<file path="src/lprd_pkg.sv">
// Types and constants of the length-prefixed request deframer
`timescale 1ns / 1ps
package lprd_pkg;

  localparam logic [15:0] MaxMsgReset  = 16'd4096;
  localparam logic [7:0]  MaxArgsReset = 8'd16;
  localparam logic [15:0] HdrBytes     = 16'd4;

  typedef enum logic [0:0] {
    CFG_MAX_MSG  = 1'b0,
    CFG_MAX_ARGS = 1'b1
  } cfg_idx_e;

  typedef enum logic [1:0] {
    PH_LEN    = 2'd0,
    PH_COUNT  = 2'd1,
    PH_ARGLEN = 2'd2,
    PH_BODY   = 2'd3
  } phase_e;

  typedef enum logic [1:0] {
    KIND_ARG_BYTE  = 2'd0,
    KIND_EMPTY_ARG = 2'd1,
    KIND_EMPTY_REQ = 2'd2,
    KIND_ERROR     = 2'd3
  } kind_e;

  typedef enum logic [2:0] {
    FAULT_TOO_LONG      = 3'd0,
    FAULT_UNDER_MIN     = 3'd1,
    FAULT_TOO_MANY_ARGS = 3'd2,
    FAULT_HDR_OVERRUN   = 3'd3,
    FAULT_BODY_OVERRUN  = 3'd4,
    FAULT_TRAILING      = 3'd5
  } fault_e;

  typedef struct packed {
    logic       valid;
    kind_e      kind;
    logic [7:0] payload_byte;
    logic [7:0] arg_index;
    logic       arg_last;
    logic       message_last;
    fault_e     fault_code;
  } result_t;

endpackage

</file>
<file path="src/length_prefixed_request_deframer.sv">
// Top level of the length-prefixed request deframer
`timescale 1ns / 1ps
// Takes one stream byte per clock cycle while the result side is ready and
// returns at most one result beat per byte: the byte is first held in the
// input register, then the decode updates the framing counters and loads the
// result register. Both registers pass a beat on in the same cycle they take
// a new one, so a steady byte stream runs at one byte per cycle whenever the
// result side is ready. After an error beat the block drops all further bytes
// until reset. Write the limit registers only while no bytes are in flight.
module length_prefixed_request_deframer (
  input  logic        clk_i,
  input  logic        rst_ni,
  input  logic        cfg_we_i,
  input  logic        cfg_idx_i,
  input  logic [15:0] cfg_wdata_i,
  input  logic        s_axis_tvalid,
  output logic        s_axis_tready,
  input  logic [7:0]  s_axis_tdata,  // [7:0] rx_byte
  output logic        m_axis_tvalid,
  input  logic        m_axis_tready,
  // [7:0] payload_byte, [15:8] arg_index, [16] arg_last, [19:17] fault_code
  output logic [23:0] m_axis_tdata,
  output logic [1:0]  m_axis_tuser,  // [1:0] item_kind
  output logic        m_axis_tlast   // message_last
);

  logic              in_vld;
  logic [7:0]        in_byte;
  logic              can_load;
  logic              advance;
  lprd_pkg::result_t res;

  assign advance = in_vld && can_load;

  lprd_in_stage u_in (
    .clk_i         (clk_i),
    .rst_ni        (rst_ni),
    .s_axis_tvalid (s_axis_tvalid),
    .s_axis_tready (s_axis_tready),
    .s_axis_tdata  (s_axis_tdata),
    .advance_i     (advance),
    .valid_o       (in_vld),
    .byte_o        (in_byte)
  );

  lprd_core u_core (
    .clk_i       (clk_i),
    .rst_ni      (rst_ni),
    .cfg_we_i    (cfg_we_i),
    .cfg_idx_i   (cfg_idx_i),
    .cfg_wdata_i (cfg_wdata_i),
    .step_i      (advance),
    .byte_i      (in_byte),
    .res_o       (res)
  );

  lprd_out_stage u_out (
    .clk_i         (clk_i),
    .rst_ni        (rst_ni),
    .res_i         (res),
    .advance_i     (advance),
    .can_load_o    (can_load),
    .m_axis_tvalid (m_axis_tvalid),
    .m_axis_tready (m_axis_tready),
    .m_axis_tdata  (m_axis_tdata),
    .m_axis_tuser  (m_axis_tuser),
    .m_axis_tlast  (m_axis_tlast)
  );

endmodule

</file>
<file path="src/lprd_in_stage.sv">
// Input beat register of the deframer
`timescale 1ns / 1ps
module lprd_in_stage (
  input  logic       clk_i,
  input  logic       rst_ni,
  input  logic       s_axis_tvalid,
  output logic       s_axis_tready,
  input  logic [7:0] s_axis_tdata,
  input  logic       advance_i,
  output logic       valid_o,
  output logic [7:0] byte_o
);

  logic       vld_q, vld_d;
  logic [7:0] byte_q;
  logic       take;

  assign s_axis_tready = !vld_q || advance_i;
  assign take          = s_axis_tvalid && s_axis_tready;
  assign vld_d         = take ? 1'b1 : (advance_i ? 1'b0 : vld_q);

  always_ff @(posedge clk_i or negedge rst_ni) begin
    if (!rst_ni) begin
      vld_q <= 1'b0;
    end else begin
      vld_q <= vld_d;
    end
  end

  always_ff @(posedge clk_i) begin
    if (take) begin
      byte_q <= s_axis_tdata;
    end
  end

  assign valid_o = vld_q;
  assign byte_o  = byte_q;

endmodule

</file>
<file path="src/lprd_core.sv">
// Framing state, configuration registers and per-byte decode of the deframer
`timescale 1ns / 1ps
module lprd_core (
  input  logic             clk_i,
  input  logic             rst_ni,
  input  logic             cfg_we_i,
  input  logic             cfg_idx_i,
  input  logic [15:0]      cfg_wdata_i,
  input  logic             step_i,
  input  logic [7:0]       byte_i,
  output lprd_pkg::result_t res_o
);

  logic [15:0]      max_msg_q;
  logic [7:0]       max_args_q;

  lprd_pkg::phase_e phase_q, phase_d;
  logic [1:0]       cnt_q, cnt_d;
  logic [31:0]      shift_q, shift_d;
  logic [15:0]      rem_q, rem_d;
  logic [7:0]       args_left_q, args_left_d;
  logic [15:0]      abl_q, abl_d;
  logic [7:0]       cur_q, cur_d;
  logic             dead_q, dead_d;

  logic [31:0]      shift_new;
  logic [15:0]      rem_dec;
  logic [15:0]      body_abl;
  logic             body_alast;
  logic [7:0]       args_dec;
  logic [15:0]      post;
  logic             hdr_done;
  logic             err;
  lprd_pkg::fault_e fault;
  lprd_pkg::result_t res;

  assign shift_new  = shift_q | ({24'd0, byte_i} << {cnt_q, 3'b000});
  assign rem_dec    = rem_q - 16'd1;
  assign body_abl   = abl_q - 16'd1;
  assign body_alast = (body_abl == 16'd0);
  assign args_dec   = args_left_q - 8'd1;
  assign post       = rem_dec - shift_new[15:0];
  assign hdr_done   = (cnt_q == 2'd3);

  always_ff @(posedge clk_i or negedge rst_ni) begin
    if (!rst_ni) begin
      max_msg_q  <= lprd_pkg::MaxMsgReset;
      max_args_q <= lprd_pkg::MaxArgsReset;
    end else if (cfg_we_i) begin
      unique case (lprd_pkg::cfg_idx_e'(cfg_idx_i))
        lprd_pkg::CFG_MAX_MSG:  max_msg_q  <= cfg_wdata_i;
        lprd_pkg::CFG_MAX_ARGS: max_args_q <= cfg_wdata_i[7:0];
        default: ;
      endcase
    end
  end

  always_comb begin
    err   = 1'b0;
    fault = lprd_pkg::FAULT_TOO_LONG;
    if (hdr_done) begin
      unique case (phase_q)
        lprd_pkg::PH_COUNT: begin
          if (shift_new[31:8] != 24'd0 || shift_new[7:0] > max_args_q) begin
            err   = 1'b1;
            fault = lprd_pkg::FAULT_TOO_MANY_ARGS;
          end else if (shift_new[7:0] == 8'd0) begin
            if (rem_dec != 16'd0) begin
              err   = 1'b1;
              fault = lprd_pkg::FAULT_TRAILING;
            end
          end else if (rem_dec < lprd_pkg::HdrBytes) begin
            err   = 1'b1;
            fault = lprd_pkg::FAULT_HDR_OVERRUN;
          end
        end
        lprd_pkg::PH_ARGLEN: begin
          if (shift_new[31:16] != 16'd0 || shift_new[15:0] > rem_dec) begin
            err   = 1'b1;
            fault = lprd_pkg::FAULT_BODY_OVERRUN;
          end else if (args_dec == 8'd0 && post != 16'd0) begin
            err   = 1'b1;
            fault = lprd_pkg::FAULT_TRAILING;
          end else if (args_dec != 8'd0 && post < lprd_pkg::HdrBytes) begin
            err   = 1'b1;
            fault = lprd_pkg::FAULT_HDR_OVERRUN;
          end
        end
        lprd_pkg::PH_LEN: begin
          if (shift_new[31:16] != 16'd0 || shift_new[15:0] > max_msg_q) begin
            err   = 1'b1;
            fault = lprd_pkg::FAULT_TOO_LONG;
          end else if (shift_new[15:0] < lprd_pkg::HdrBytes) begin
            err   = 1'b1;
            fault = lprd_pkg::FAULT_UNDER_MIN;
          end
        end
        default: ;
      endcase
    end
  end

  always_comb begin
    phase_d     = phase_q;
    cnt_d       = cnt_q;
    shift_d     = shift_q;
    rem_d       = rem_q;
    args_left_d = args_left_q;
    abl_d       = abl_q;
    cur_d       = cur_q;
    dead_d      = dead_q;

    if (step_i && !dead_q) begin
      if (phase_q == lprd_pkg::PH_BODY) begin
        rem_d = rem_dec;
        abl_d = body_abl;
        if (body_alast) begin
          cur_d   = cur_q + 8'd1;
          phase_d = (args_left_q != 8'd0) ? lprd_pkg::PH_ARGLEN : lprd_pkg::PH_LEN;
        end
      end else begin
        if (phase_q != lprd_pkg::PH_LEN) begin
          rem_d = rem_dec;
        end
        if (!hdr_done) begin
          cnt_d   = cnt_q + 2'd1;
          shift_d = shift_new;
        end else begin
          cnt_d   = 2'd0;
          shift_d = '0;
          if (err) begin
            dead_d = 1'b1;
          end else begin
            unique case (phase_q)
              lprd_pkg::PH_COUNT: begin
                cur_d = 8'd0;
                if (shift_new[7:0] == 8'd0) begin
                  phase_d = lprd_pkg::PH_LEN;
                end else begin
                  args_left_d = shift_new[7:0];
                  phase_d     = lprd_pkg::PH_ARGLEN;
                end
              end
              lprd_pkg::PH_ARGLEN: begin
                args_left_d = args_dec;
                if (shift_new[15:0] == 16'd0) begin
                  cur_d   = cur_q + 8'd1;
                  phase_d = (args_dec != 8'd0) ? lprd_pkg::PH_ARGLEN : lprd_pkg::PH_LEN;
                end else begin
                  abl_d   = shift_new[15:0];
                  phase_d = lprd_pkg::PH_BODY;
                end
              end
              lprd_pkg::PH_LEN: begin
                rem_d   = shift_new[15:0];
                phase_d = lprd_pkg::PH_COUNT;
              end
              default: ;
            endcase
          end
        end
      end
    end
  end

  always_comb begin
    res            = '0;
    res.kind       = lprd_pkg::KIND_ARG_BYTE;
    res.fault_code = lprd_pkg::FAULT_TOO_LONG;

    if (step_i && !dead_q) begin
      if (phase_q == lprd_pkg::PH_BODY) begin
        res.valid        = 1'b1;
        res.payload_byte = byte_i;
        res.arg_index    = cur_q;
        res.arg_last     = body_alast;
        res.message_last = body_alast && (args_left_q == 8'd0);
      end else if (hdr_done) begin
        if (err) begin
          res.valid      = 1'b1;
          res.kind       = lprd_pkg::KIND_ERROR;
          res.fault_code = fault;
        end else if (phase_q == lprd_pkg::PH_COUNT && shift_new[7:0] == 8'd0) begin
          res.valid        = 1'b1;
          res.kind         = lprd_pkg::KIND_EMPTY_REQ;
          res.message_last = 1'b1;
        end else if (phase_q == lprd_pkg::PH_ARGLEN && shift_new[15:0] == 16'd0) begin
          res.valid        = 1'b1;
          res.kind         = lprd_pkg::KIND_EMPTY_ARG;
          res.arg_index    = cur_q;
          res.arg_last     = 1'b1;
          res.message_last = (args_dec == 8'd0);
        end
      end
    end
  end

  always_ff @(posedge clk_i or negedge rst_ni) begin
    if (!rst_ni) begin
      phase_q     <= lprd_pkg::PH_LEN;
      cnt_q       <= '0;
      shift_q     <= '0;
      rem_q       <= '0;
      args_left_q <= '0;
      abl_q       <= '0;
      cur_q       <= '0;
      dead_q      <= 1'b0;
    end else begin
      phase_q     <= phase_d;
      cnt_q       <= cnt_d;
      shift_q     <= shift_d;
      rem_q       <= rem_d;
      args_left_q <= args_left_d;
      abl_q       <= abl_d;
      cur_q       <= cur_d;
      dead_q      <= dead_d;
    end
  end

  assign res_o = res;

endmodule

</file>
<file path="src/lprd_out_stage.sv">
// Result beat register of the deframer
`timescale 1ns / 1ps
module lprd_out_stage (
  input  logic              clk_i,
  input  logic              rst_ni,
  input  lprd_pkg::result_t res_i,
  input  logic              advance_i,
  output logic              can_load_o,
  output logic              m_axis_tvalid,
  input  logic              m_axis_tready,
  output logic [23:0]       m_axis_tdata,
  output logic [1:0]        m_axis_tuser,
  output logic              m_axis_tlast
);

  logic              vld_q, vld_d;
  lprd_pkg::result_t res_q;
  logic              load;

  assign can_load_o = !vld_q || m_axis_tready;
  assign load       = advance_i && res_i.valid;
  assign vld_d      = can_load_o ? load : vld_q;

  always_ff @(posedge clk_i or negedge rst_ni) begin
    if (!rst_ni) begin
      vld_q <= 1'b0;
    end else begin
      vld_q <= vld_d;
    end
  end

  always_ff @(posedge clk_i) begin
    if (load) begin
      res_q <= res_i;
    end
  end

  assign m_axis_tvalid = vld_q;
  assign m_axis_tdata  = {4'd0, res_q.fault_code, res_q.arg_last,
                          res_q.arg_index, res_q.payload_byte};
  assign m_axis_tuser  = res_q.kind;
  assign m_axis_tlast  = res_q.message_last;

endmodule

</file>
<file path="config.mk">
export PLATFORM = sky130hd
export DESIGN_NAME = length_prefixed_request_deframer
export DESIGN_NICKNAME = d
export VERILOG_FILES = /design/src/lprd_pkg.sv /design/src/length_prefixed_request_deframer.sv /design/src/lprd_in_stage.sv /design/src/lprd_core.sv /design/src/lprd_out_stage.sv
export SDC_FILE = /design/constraint.sdc
export NUM_CORES = 1
export LEC_CHECK = 0
export ABC_AREA = 0
export BUFFER_PORTS_ARGS = -buffer_cell sky130_fd_sc_hd__buf_2
export CAP_MARGIN = 20
export CORE_ASPECT_RATIO = 0.6
export CORE_MARGIN = 2
export CORE_UTILIZATION = 43
export DETAILED_ROUTE_END_ITERATION = 6
export GPL_ROUTABILITY_DRIVEN = 1
export HOLD_SLACK_MARGIN = 0.15
export PLACE_DENSITY = 0.63
export SLEW_MARGIN = 20
export SYNTH_ARGS = -nofsm -noshare
export SYNTH_HDL_FRONTEND = slang
export SYNTH_HIERARCHICAL = 1
export SYNTH_SLANG_ARGS = --single-unit
</file>
<file path="constraint.sdc">
create_clock -name clk_i -period 5.59 [get_ports clk_i]
set_input_delay 0.559 -clock clk_i [delete_from_list [all_inputs] [get_ports clk_i]]
set_output_delay 0.559 -clock clk_i [all_outputs]
set_load 0.1 [all_outputs]
</file>
==> results.ini <==
[run_status]
status=completed

[pwr]
ir_drop_uv=367
power_density_nw_per_um2=658
leakagePower_nw=4.71
p_total_mw=6.92

[final_layout]
final_cell_mix=nand2_1, dfrtp_1, nor2_1
n_antenna_cell=0
fillers=1998
final_area_um2=10500
final_common_cell=nand2_1
layout-drive-gt1-share=0.142
areaGrowthSynthToFinish_pct=13.0
final_nets=1192

[sta]
tightest_slew_ns=1.05
finalMaxSlewViolations=0
finalSetupViolCount=0
fin_worst_skew_ns=0.00849
finalHoldViolations=0
max_freq_ghz=0.189
finalSetupTns_ns=0
max-slew-margin-rel=0.294
rsz0062_at_grt=no
timing.final.crit_period_ns=5.29
period_share=0.946

[critical_path]
start_kind=flop
rrSetupSlack_ns=0.30
cpPeakStageDelay_ns=0.55
crit_path_end_kind=flop
crit_buf_inv=2
crit_fanout=10
path_cells=inv_1 -> ha_1 -> or4b_4 -> nor2_1 -> xor2_1 -> ha_1 -> a21oi_1 -> o21ai_0 -> a32oi_1 -> o2111ai_1 -> o21a_1 -> and4b_1 -> mux2i_2 -> a21oi_4 -> buf_4 -> a21oi_1 -> and3b_1 -> nor3_1
crit_slowest_cell=or4b_4
cp_data_arrival_time_ns=5.65
r2r_cells=18
regToRegStartpoint=u_core/rem_q[1]
path_class=reg -> reg
path_delay_family=compound AO/OA/AOI/OAI gates
rr_endpoint=u_core/cur_q[6]
crit_required_ns=5.95

[floorplanning]
die_h_um=118
core_area_um2=21100
die-area_um2=22900
rows=41
die_w_um=194
initial_utilization=0.440
io_pins=59

[place]
placed_cell_area_um2=9880
place_hpwl_um=20400
place_congestion=1.02
portBuffers=54

[clock_tree]
cts_root_buffer=clkbuf_16
cts_htree_levels=4
ctsHoldBuffers=0
cts_tree=yes
clk_pin_slew_ns=0.06
clock_latency_ns=0.44
cts.sinks=142
cts-buffers-inserted=17
clock_path_buffers=2

[synth]
ys_seq_area_frac=0.399
avgSynthCellArea_um2=8.80
ys_ff_latch=142
synth-edff-count=31
synth.largest_area_cell=dfrtp_1
yosysWarnings=6
synth.distinct_cells=82
ys.flop_type=dfrtp_1
async_flop_share=0.782
synth_cells=1057
synthTopCellsByArea=dfrtp_1, edfxtp_1, ha_1
synth_area_um2=9300
synth_top_area_frac=0.293

[routing]
avgViaCountPerCell=5.92
totalWireLength_um=27800
drtAntennaViolNets=0
wl_per_cell_um=19.9
via_count=8284
firstDrtPassIters=7
drt_iter0_drc=956
drc=0

[grt]
grt_max_degree=75
first_global_vias=7446
grt.total_usage=0.248
grt_pass1_wl_um=43800
overflow=0
antenna_found_initial=0

[hold_path]
hold_class=in -> async

[run]
cap_violations=0

-- metal layers --
metal | part of all wire | vias to the layer above | wire length (um) | global-route usage
met5 | 0 | - | 0 | 0
met4 | 0.016 | 0 | 445 | 0.0710
met3 | 0.12 | 37 | 3450 | 0.0946
met2 | 0.37 | 384 | 10300 | 0.301
met1 | 0.49 | 3950 | 13600 | 0.393
li1 | - | 3913 | - | -
-- power breakdown --
group / internal, mW / switching [mW] / total, mW
clock network: 0.665 / 0.495 / 1.16
registers: 1.38 / 0.351 / 1.73
logic: 1.42 / 2.61 / 4.03
total: 3.46 / 3.45 / 6.92
-- cell usage after synthesis, types with 16 or more instances --
| library cell | number |
|---|---|
| nand2_1 | 118 |
| dfrtp_1 | 109 |
| nor2_1 | 105 |
| o21ai_0 | 82 |
| a21oi_1 | 73 |
| inv_1 | 62 |
| ha_1 | 54 |
| clkbuf_1 | 39 |
| edfxtp_1 | 31 |
| nand3_1 | 25 |
| mux2i_1 | 21 |
| o21ai_1 | 21 |
| a21o_1 | 20 |
| nor3_1 | 20 |
| and3_1 | 16 |
-- registers in the layout, summed over array words and instances (netlist names), 2 cells and up --
signal,flops
u_core/rem_q,16
u_in/byte_o,8
u_out/m_axis_tuser,2
u_core/max_msg_q,16
u_core/phase_q,2
u_core/cnt_q,2
u_core/args_left_q,8
u_core/shift_q,32
u_core/max_args_q,8
u_core/cur_q,8
u_out/m_axis_tdata,20
u_core/abl_q,16
-- logic make-up (layout without fill, tap and decap cells) --
group	count (synthesis)	after routing	synth area share
buffers and inverters	119	179	0.0531
other	1	4	0.000403
AND/OR/NAND/NOR	392	392	0.216
adder cells (fa/ha/maj)	55	55	0.0748
XOR/XNOR	18	18	0.0170
multiplexers	32	32	0.0359
AO/OA/AOI/OAI	298	298	0.203
flip-flops	142	142	0.399
-- worst register-to-register path, cell delays in order (launching register included) --
cell and delay, ns:
dfrtp_1 0.46, inv_1 0.11, ha_1 0.33, or4b_4 0.55
nor2_1 0.23, xor2_1 0.38, ha_1 0.25, a21oi_1 0.08
o21ai_0 0.51, a32oi_1 0.16, o2111ai_1 0.17, o21a_1 0.16
and4b_1 0.37, mux2i_2 0.33, a21oi_4 0.15, buf_4 0.19
a21oi_1 0.34, and3b_1 0.23, nor3_1 0.19
-- area by class of cell --
class,count,area (um^2),share of cell area
clock buffers,18,429,0.0408
clock inverters,14,156,0.0149
inverters,64,240,0.0229
multi-input cells,799,5130,0.488
flip-flops and latches,142,3710,0.353
well taps,279,349,0.0332
repair buffers,83,490,0.0467
-- timing repair --
item | 4_1_cts | 5_1_grt
setup buffers | 0 | 3
setup endpoints to repair | 0 | 41
resized for setup | 0 | 3
-- worst max-delay path by stage --
| stage | endpoint | slack (ns) | cells after the start | startpoint |
|---|---|---|---|---|
| 2_1_floorplan | u_out/m_axis_tdata[0] | 0.54 | 22 | u_core/rem_q[0] |
| 3_3_place_gp | u_out/m_axis_tdata[15] | 0.40 | 21 | u_core/rem_q[1] |
| 3_5_place_dp | u_out/m_axis_tdata[15] | 0.32 | 21 | u_core/rem_q[1] |
| 4_1_cts | u_core/rem_q[2] | 0.29 | 18 | u_core/rem_q[1] |
| 5_1_grt | u_out/m_axis_tdata[16] | 0.03 | 20 | u_core/rem_q[1] |
| 6_report | u_core/cur_q[6] | 0.30 | 18 | u_core/rem_q[1] |
-- stage by stage --
stage / utilization / cells / hold slack, ns / setup WS, ns
after floorplan: - / 1060 / 0.263 / 0.536
after global placement: 0.467 / 1364 / 0.470 / 0.402
after detailed placement: 0.467 / 1364 / 0.476 / 0.320
after CTS: 0.495 / 1396 / 0.281 / 0.287
after global routing: 0.497 / 1399 / 0.280 / 0.0297
final: 0.497 / 1399 / 0.267 / 0.299
No activity file was read; power rests on OpenSTA's default activity.
